## src/hdl/atilt_pkg.sv

```systemverilog
// Shared types, constants and helper functions of the tilt angle pipeline.
package atilt_pkg;

  // Datapath word: scaled samples plus CORDIC growth
  localparam int W = 64;
  // Angle accumulator in units of 1/65536 degree
  localparam int ANG_W = 32;
  // Scaled samples sit at bit 60 regardless of sample width
  localparam int TOP_BIT = 60;
  // CORDIC gain K as round(K * 2^20)
  localparam int GAIN_FRAC = 20;
  localparam int GAIN_W = 22;
  localparam logic signed [GAIN_W-1:0] GAIN_Q20 = 22'sd1726753;
  localparam int ANG_FRAC = 16;

  localparam logic signed [ANG_W-1:0] DEG90  = 32'sd5898240;
  localparam logic signed [ANG_W-1:0] DEG180 = 32'sd11796480;

  // atan(2^-i) in units of 1/65536 degree
  localparam logic signed [ANG_W-1:0] STAGE_ANGLE [24] = '{
    32'sd2949120, 32'sd1740967, 32'sd919879, 32'sd466945, 32'sd234379, 32'sd117304,
    32'sd58666, 32'sd29335, 32'sd14668, 32'sd7334, 32'sd3667, 32'sd1833,
    32'sd917, 32'sd458, 32'sd229, 32'sd115, 32'sd57, 32'sd29,
    32'sd14, 32'sd7, 32'sd4, 32'sd2, 32'sd1, 32'sd0
  };

  // One vector under rotation, with its accumulated angle
  typedef struct packed {
    logic signed [W-1:0]     x;
    logic signed [W-1:0]     y;
    logic signed [ANG_W-1:0] z;
  } cordic_t;

  // Axis and origin cases decided at chain entry
  typedef struct packed {
    logic                    hit;
    logic                    zero;
    logic signed [ANG_W-1:0] ang;
  } spc_t;

  // Rotate a left half-plane vector by +-90 degrees into the right half-plane
  function automatic cordic_t prerot(input logic signed [W-1:0] px,
                                     input logic signed [W-1:0] py);
    cordic_t c;
    c.x = px;
    c.y = py;
    c.z = '0;
    if (px[W-1]) begin
      if (!py[W-1]) begin
        c.x = py;
        c.y = -px;
        c.z = DEG90;
      end else begin
        c.x = -py;
        c.y = px;
        c.z = -DEG90;
      end
    end
    return c;
  endfunction

  // Exact answers on the axes and at the origin
  function automatic spc_t special(input logic signed [W-1:0] px,
                                   input logic signed [W-1:0] py);
    spc_t s;
    s.zero = (px == '0) && (py == '0);
    s.hit  = (px == '0) || (py == '0);
    if (s.zero) begin
      s.ang = '0;
    end else if (py == '0) begin
      s.ang = (px > 0) ? '0 : DEG180;
    end else begin
      s.ang = (py > 0) ? DEG90 : -DEG90;
    end
    return s;
  endfunction

endpackage

```

## src/hdl/atilt_cell.sv

```systemverilog
// One CORDIC vectoring micro-rotation with its output register.
module atilt_cell #(
  parameter int STAGE = 0
) (
  input  logic               clk,
  input  logic               rst,
  input  logic               en,
  input  logic               in_vld,
  input  atilt_pkg::cordic_t in_vec,
  output logic               out_vld,
  output atilt_pkg::cordic_t out_vec
);

  atilt_pkg::cordic_t vec_next;
  logic signed [atilt_pkg::W-1:0] dx;
  logic signed [atilt_pkg::W-1:0] dy;

  // Rotate towards the x axis by the stage angle
  always_comb begin
    dx = in_vec.y >>> STAGE;
    dy = in_vec.x >>> STAGE;
    if (!in_vec.y[atilt_pkg::W-1]) begin
      vec_next.x = in_vec.x + dx;
      vec_next.y = in_vec.y - dy;
      vec_next.z = in_vec.z + atilt_pkg::STAGE_ANGLE[STAGE];
    end else begin
      vec_next.x = in_vec.x - dx;
      vec_next.y = in_vec.y + dy;
      vec_next.z = in_vec.z - atilt_pkg::STAGE_ANGLE[STAGE];
    end
  end

  // Hand the beat to the next cell
  always_ff @(posedge clk) begin
    if (rst) begin
      out_vld <= 1'b0;
    end else if (en) begin
      out_vld <= in_vld;
    end
  end

  always_ff @(posedge clk) begin
    if (en) begin
      out_vec <= vec_next;
    end
  end

endmodule

```

## config.mk

```make
export PLATFORM = sky130hd
export DESIGN_NAME = atilt_cell
export DESIGN_NICKNAME = d
export VERILOG_FILES = /design/src/hdl/atilt_pkg.sv /design/src/hdl/atilt_cell.sv
export SDC_FILE = /design/constraint.sdc
export NUM_CORES = 1
export LEC_CHECK = 0
export BUFFER_PORTS_ARGS = -buffer_cell sky130_fd_sc_hd__buf_2
export CAP_MARGIN = 10
export CORE_MARGIN = 2
export CORE_UTILIZATION = 40
export DETAILED_ROUTE_END_ITERATION = 10
export PLACE_DENSITY = 0.7
export SYNTH_ARGS = -nofsm -noshare
export SYNTH_HDL_FRONTEND = slang
export SYNTH_SLANG_ARGS = --single-unit
```

## constraint.sdc

```tcl
create_clock -name clk -period 5.2 [get_ports clk]
set_input_delay 1.04 -clock clk [delete_from_list [all_inputs] [get_ports clk]]
set_output_delay 1.04 -clock clk [all_outputs]
set_load 0.03 [all_outputs]
```

==> summary.md, run 1 <==
| Metric | Value |
|---|---|
| Mux cell area share after synthesis | `2.22%` |
| Global-route wire length before repair | `99.9 mm` |
| Simple-Gate Fraction of Synth Area | `12.8%` |
| Clock Skews | `0 ns` |
| Setup crit start kind | `input port` |
| Ys flop type | `edfxtp_1` |
| Met1 wire length | `29.1 mm` |
| EDFF count, synth | `159` |
| Die height | `214 µm` |
| Port bufs | `324` |
| Flop pwr share | `31.3%` |
| Routed met3 length | `5.82 mm` |
| Final ANT Viol Nets | `0` |
| Antenna violations before repair | `1` |
| Top routing layer used | `met4` |
| TritonCTS Buffers | `17` |
| Top cells by area, synth | `edfxtp_1, ha_1, a21oi_1, xnor2_1, inv_1` |
| Number of global-route vias before repair | `17,035` |
| Mapped Cells | `2,142` |
| Hold-fix buffers at CTS | `0` |
| Net count, final | `2,848` |
| DR WL/cell | `21.9 µm` |
| Die Wd | `214 µm` |
| Unrepaired setup endpoints after global routing | `false` |
| Slew HR | `28.5%` |
| Critical-path cell list | `buf_2, ha_1, fa_1, a221oi_4, o31ai_2, a311o_1, o2111a_1, o2111a_2, a221oi_4, o21ai_0, a22oi_1, o21ai_0, xnor2_1` |
| Remaining global-route overflow | `0` |
| Peak VDD IR | `207 µV` |
| Cell variety after synth | `84` |
| Detail Route met2 WL | `30.0 mm` |
| Mapped cell area | `0.0176 mm²` |
| Clk_lat worst skew | `0.49 ns` |
| Root Driver | `clkbuf_16` |
| Largest family of logic cells by synthesized area | `compound AO/OA/AOI/OAI gates` |
| Final Cell Area | `0.0207 mm²` |
| Reg clk slew, reported paths | `0.07 ns` |
| Final hold violations | `0` |
| Layout cell share with drive strength beyond 1 | `18.2%` |
| Placed cell area | `0.0201 mm²` |
| DR vias/cell | `5.84` |
| Setup TNS Final | `0 ns` |
| Critical path startpoint | `in_vec[32]` |
| CTS max path bufs | `2` |
| Area grow syn2layout | `17.6%` |
| Area of the core | `0.0433 mm²` |
| Fmax | `222 MHz` |
| HPWL Detailed | `54.5 mm` |
| Gate power share | `45.8%` |
| Net count after synthesis | `2,530` |
| Sw frac | `43.1%` |
| Cell Rows | `76` |
| Drt pass-1 iters | `6` |
| Crit Path Category | `in2reg` |
| Setup-failing EPs final | `0` |
| Critical path's top delay family | `compound AO/OA/AOI/OAI gates` |
| Worst r2r src | `out_vld$_SDFFE_PP0P_` |
| Crit Path Max Fanout | `5` |
| Via Count | `17,864` |
| CTS resizes | `0` |
| CTS tree | `yes` |
| First DRT Iteration DRCs | `1,880` |
| Pwr per Cell Area | `273 mW/mm²` |
| Crit path buffers/inverters | `1` |
| H-tree levels | `4` |
| Total clock sinks | `160` |
| Flops & latches, synth | `160` |
| Post-route minimum period | `4.51 ns` |
| Synth Area in Compound Gates | `28.0%` |
| Clock power frac | `23.0%` |
| Top cell type's share of synthesized area | `27.1%` |
| Die area | `0.0457 mm²` |
| Synth area leader | `edfxtp_1` |
| CP max stage delay | `0.46 ns` |
| HP Class | `reg2reg` |
| Final Max Slew Viols | `0` |
| Post-CTS setup buffers | `0` |
| Required time worst endpoint | `5.43 ns` |
| LEAKAGE | `0.00930 µW` |
| Yosys warning total | `0` |
| Psw | `2430 µW` |
| XOR/XNOR Fraction of Synth Area | `6.76%` |
| Top-Level Pins | `325` |
| Post-Synth Adder-Cell Area | `16.1%` |
| Multi-input logic area | `0.0116 mm²` |
| Final period util | `86.6%` |
| Internal Power | `3210 µW` |
| Number of remaining DRC errors | `0` |
| Reg2reg setup slack | `4.62 ns` |
| Fillers | `4,230` |
| WL final | `67.0 mm` |
| CP max stage cell | `fa_1` |
| Sequential share of the synthesized area | `27.2%` |
| Status | `finished clean` |
| Crit. End Element | `flop` |
| Critical Path AT | `4.73 ns` |
| Share of flip-flops with an asynchronous set or reset | `0%` |
| Pin count of the biggest net entering global routing | `101` |
| Mean post-synth cell area | `8.23 µm²` |
| Min-delay src | `out_vld$_SDFFE_PP0P_` |
| FF/Latch Area | `0.00479 mm²` |
| Maxcap violations | `0` |
| Initial core utilization | `40.7%` |
| Placer congestion estimate | `1.02` |
| GRT Total Usage | `28.7%` |
| Worst-margin pin slew | `1.07 ns` |
-- power by group through the flow --
stage	sequential (µW)	combinational, µW	clock, µW
final	1770	2580	1300
after global routing	1790	2750	1370
after CTS	1770	2540	1340
after detailed placement	1790	2520	0
after global placement	1790	2520	0
after floorplan	2210	1220	0
-- state kept, by name, indices dropped and copies added (netlist names) --
name,count
out_vec,159
out_vld,1
-- worst reg2reg max path, stage by stage, from the launching register on --
cell	delay (ns)
dfxtp_1	0.31
mux2i_1	0.12
nor2_1	0.05
-- cells in the final DEF, fill, tap and decap left out, types with 12 or more instances in the layout --
| cell type | n |
|---|---|
| nand4_1 | 34 |
| a211oi_1 | 18 |
| o21bai_1 | 79 |
| a21o_1 | 45 |
| o21a_1 | 14 |
| o31ai_1 | 29 |
| buf_4 | 66 |
| buf_2 | 322 |
| nor4_1 | 25 |
| a21boi_0 | 15 |
| nor2b_1 | 14 |
| edfxtp_1 | 159 |
| ha_1 | 220 |
| nor2_1 | 176 |
| xnor2_1 | 125 |
| clkbuf_16 | 17 |
| mux2i_1 | 39 |
| inv_1 | 217 |
| o21ai_0 | 156 |
| nor3_1 | 45 |
| nand2_1 | 109 |
| a221oi_1 | 12 |
| nand2b_1 | 15 |
| a31oi_1 | 14 |
| nand3_1 | 21 |
| a21oi_1 | 291 |
-- synthesized netlist by cell type, types with 10 or more instances --
cell	number
o211ai_1	11
nand2_1	109
o21bai_1	79
xnor2_1	125
nand3_1	21
xor2_1	11
o31ai_1	29
clkinv_1	10
nor2_1	176
nor2b_1	14
a221oi_1	12
buf_1	18
nand4_1	34
a21o_1	45
a31oi_1	14
o21a_1	14
a211o_1	10
a21oi_1	291
o21ai_0	156
ha_1	220
nand2b_1	15
edfxtp_1	159
clkbuf_1	66
inv_1	218
nor3_1	45
a211oi_1	18
nor4_1	25
a21boi_0	15
mux2i_1	39
-- final timing paths --
path / end / cells past startpoint
min reg2reg: out_vld$_SDFFE_PP0P_ / 2
max: out_vec[154]$_DFFE_PP_ / 13
min: out_vld$_SDFFE_PP0P_ / 2
max reg2reg: out_vld$_SDFFE_PP0P_ / 2
-- metal layers --
metal	vias to the layer above	global-route usage, %
met1	8496	39.1
li1	8358	-
met2	888	45.1
met5	-	0
met4	0	10.5
met3	122	5.67
-- cell families after synthesis --
logic type / count (synthesis)
AND/OR/NAND/NOR: 483
buffers and inverters: 322
flip-flops: 160
AO/OA/AOI/OAI: 778
adder cells (fa/ha/maj): 224
XOR/XNOR: 136
multiplexers: 39
-- layout make-up --
type | instances | share of cell area, %
multi-input cells | 1660 | 56.0
clock buffers | 18 | 2.12
diodes | 2 | 0.0242
inverters | 231 | 4.19
well taps | 585 | 3.53
flip-flops and latches | 160 | 23.1
repair buffers | 390 | 10.3
clock inverters | 14 | 0.707
-- through the flow --
stage | power [µW] | utilization [%] | setup WS [ns] | instances | hold WS (ns)
after detailed placement | 4320 | 46.5 | 0.252 | 3026 | 0.483
after global routing | 5910 | 47.9 | 0.495 | 3059 | 0.556
after global placement | 4310 | 46.5 | 0.260 | 3026 | 0.470
after CTS | 5650 | 47.9 | 0.794 | 3058 | 0.501
final | 5650 | 47.9 | 0.695 | 3060 | 0.489
after floorplan | 3430 | - | 0.985 | 2142 | 0.630
Power figures use the tool's default switching activity.
==> run 2: changes to the inputs <==
--- a/config.mk
+++ b/config.mk
@@ -7,10 +7,12 @@
 export LEC_CHECK = 0
 export BUFFER_PORTS_ARGS = -buffer_cell sky130_fd_sc_hd__buf_2
 export CAP_MARGIN = 10
+export CELL_PAD_IN_SITES_DETAIL_PLACEMENT = 2
+export CELL_PAD_IN_SITES_GLOBAL_PLACEMENT = 2
 export CORE_MARGIN = 2
-export CORE_UTILIZATION = 40
+export CORE_UTILIZATION = 34
 export DETAILED_ROUTE_END_ITERATION = 10
-export PLACE_DENSITY = 0.7
+export PLACE_DENSITY = 0.91
 export SYNTH_ARGS = -nofsm -noshare
 export SYNTH_HDL_FRONTEND = slang
 export SYNTH_SLANG_ARGS = --single-unit
==> summary.md, run 2 (synthesized netlist as in run 1, its figures left out) <==
| Metric | Value |
|---|---|
| Die height | `232 µm (+8.3%)` |
| Clock power frac | `23.9% (+0.9 points)` |
| Clock Skews | `0 ns (unchanged)` |
| Placed insts | `3,136 (+3.6%)` |
| Peak VDD IR | `284 µV (+37%)` |
| WL final | `82.5 mm (+23%)` |
| Final Max Slew Viols | `0 (unchanged)` |
| Area grow syn2layout | `19.1%` |
| Placer congestion estimate | `0.977 (-3.8%)` |
| Crit Path Max Fanout | `13 (+8)` |
| Unrepaired setup endpoints after global routing | `false` |
| Setup TNS Final | `0 ns (unchanged)` |
| Area of the core | `0.0513 mm² (+19%)` |
| Max reg flops | `159 (unchanged)` |
| Setup slack at placement | `-0.130 ns (-0.382 ns)` |
| Top-Level Pins | `325 (unchanged)` |
| Port bufs | `324 (unchanged)` |
| Root Driver | `clkbuf_16` |
| Largest register by flop count | `out_vec` |
| DR vias/cell | `5.84 (about the same)` |
| Hold-fix buffers at CTS | `0 (unchanged)` |
| Required time worst endpoint | `5.45 ns (+0.02 ns)` |
| Slew HR | `36.2% (+7.7 points)` |
| TritonCTS Buffers | `17 (unchanged)` |
| Antenna violations before repair | `4 (+3)` |
| First DRT Iteration DRCs | `1,281 (-32%)` |
| Worst-margin pin slew | `0.933 ns (-0.140 ns)` |
| CTS tree | `yes` |
| CP max stage delay | `0.78 ns (+0.32 ns)` |
| CP max stage cell | `a2111oi_1` |
| Pwr per Cell Area | `283 mW/mm² (+3.8%)` |
| Leading registers by flop count | `out_vec: 159 flops, out_vld: 1 flops` |
| Global-route wire length before repair | `124 mm (+24%)` |
| Fillers | `5,870 (+39%)` |
| CTS max path bufs | `2 (unchanged)` |
| Number of remaining DRC errors | `0 (unchanged)` |
| Net count, final | `2,863 (+0.53%)` |
| Crit Path Category | `in2reg` |
| Commonest non-fill, non-tap cell in the layout | `buf_2` |
| DR WL/cell | `26.0 µm (+19%)` |
| Layout cell share with drive strength beyond 1 | `18.6% (+0.41 points)` |
| Setup-failing EPs final | `0 (unchanged)` |
| Initial core utilization | `34.3% (-6.4 points)` |
| Clk_lat worst skew | `0.51 ns (+0.02 ns)` |
| Final Core Density | `40.9% (-7.0 points)` |
| Pin count of the biggest net entering global routing | `82 (-19%)` |
| HPWL Detailed | `67.6 mm (+24%)` |
| Drt pass-1 iters | `5 (-1)` |
| Post-CTS setup buffers | `0 (unchanged)` |
| Cell Rows | `83 (+9.2%)` |
| Status | `finished clean` |
| Remaining global-route overflow | `0 (unchanged)` |
| Die Wd | `232 µm (+8.3%)` |
| Gate power share | `45.9% (about the same)` |
| H-tree levels | `4 (unchanged)` |
| Psw | `2620 µW (+7.6%)` |
| Setup crit start kind | `input port` |
| Reg clk slew, reported paths | `0.07 ns (about the same)` |
| Post-route minimum period | `4.80 ns (+0.291 ns)` |
| GRT Total Usage | `30.4% (+1.6 points)` |
| Worst setup margin | `0.403 ns (-0.291 ns)` |
| Internal Power | `3310 µW (+3.1%)` |
| Critical path's top delay family | `compound AO/OA/AOI/OAI gates` |
| Fin cells | `3,171 (+3.6%)` |
| Final ANT Viol Nets | `0 (unchanged)` |
| Final hold violations | `0 (unchanged)` |
| Fmax | `208 MHz (-6.1%)` |
| Crit path buffers/inverters | `4 (+3)` |
| Hold slack final | `0.521 ns (+0.0321 ns)` |
| LEAKAGE | `0.00939 µW (+0.90%)` |
| Sw frac | `44.1% (+1.1 points)` |
| Final period util | `92.2% (+5.6 points)` |
| Total clock sinks | `160 (unchanged)` |
| Die area | `0.0537 mm² (+17%)` |
| Critical-path cell list | `buf_2, inv_1, ha_1, nand2_1, nor3_1, inv_1, a2111oi_1, buf_4, a211oi_1, o21a_1, o21ai_1, a31o_2, a2111oi_2, nor4_1, nor3_1` |
| HP Class | `reg2reg` |
| CTS resizes | `0 (unchanged)` |
| Commonest cells after routing, fill and taps aside | `buf_2, a21oi_1, ha_1` |
| Number of global-route vias before repair | `19,907 (+17%)` |
| Via Count | `18,506 (+3.6%)` |
| Maxcap violations | `0 (unchanged)` |
| Critical Path AT | `5.05 ns (+0.32 ns)` |
| Flop pwr share | `30.2% (-1.1 points)` |
| Crit. End Element | `flop` |
-- run 2: cell types whose count changed in the layout (fill, tap and decap cells not counted) --
cell / before / now
a2111oi_0: 9 / 8
a2111oi_1: 0 / 1
buf_4: 66 / 81
bufinv_16: 1 / 3
clkbuf_1: 0 / 2
clkbuf_8: 1 / 0
clkinv_4: 1 / 0
clkinv_8: 1 / 0
clkinvlp_4: 2 / 1
diode_2: 2 / 3
-- run 2: worst paths after layout --
check / startpoint / endpoint / slack [ns] / cells after the start
worst max-delay path: in_vec[48] / out_vec[93]$_DFFE_PP_ / 0.40 / 15
worst min-delay path: out_vld$_SDFFE_PP0P_ / out_vld$_SDFFE_PP0P_ / 0.52 / 2
worst max register to register: out_vld$_SDFFE_PP0P_ / out_vld$_SDFFE_PP0P_ / 4.59 / 2
worst min register to register: out_vld$_SDFFE_PP0P_ / out_vld$_SDFFE_PP0P_ / 0.52 / 2
-- run 2: tightest hold or removal path, stage by stage (launching register included) --
cell and delay, ns:
dfxtp_1 0.34, mux2i_1 0.08, nor2_1 0.08
-- run 2: power by group through the flow --
stage	Clock (µW)	Combinational (µW)	Sequential, µW
CTS	1450	2680	1800
floorplan	0	1220	2210
global route	1480	2880	1810
finish	1420	2720	1790
global placement	0	2580	1800
detailed placement	0	2660	1820
-- run 2: layout make-up --
| class | instances | area, µm² | share of cell area (%) |
|---|---|---|---|
| Multi-Input combinational cell | 1660 | 11600 | 55.3 |
| Sequential cell | 160 | 4790 | 22.9 |
| Timing Repair Buffer | 405 | 2250 | 10.7 |
| Inverter | 231 | 868 | 4.14 |
| Tap cell | 680 | 851 | 4.06 |
| Clock buffer | 19 | 433 | 2.06 |
| Clock inverter | 13 | 174 | 0.829 |
| Antenna cell | 3 | 7.51 | 0.0358 |
-- run 2: layer usage --
layer  up-vias  GRT usage (%)  wire, µm
li1       8371              -         -
met1      9355           38.8     35600
met2       626           50.6     39000
met3       152           5.04      4680
met4         2           12.7      3250
met5         -              0        13
-- run 2: stage by stage --
step	power, µW	cell area (µm²)
final	5930	21000
after global routing	6170	21000
after CTS	5920	21000
after detailed placement	4480	20400
after global placement	4380	20400
after floorplan	3430	17600
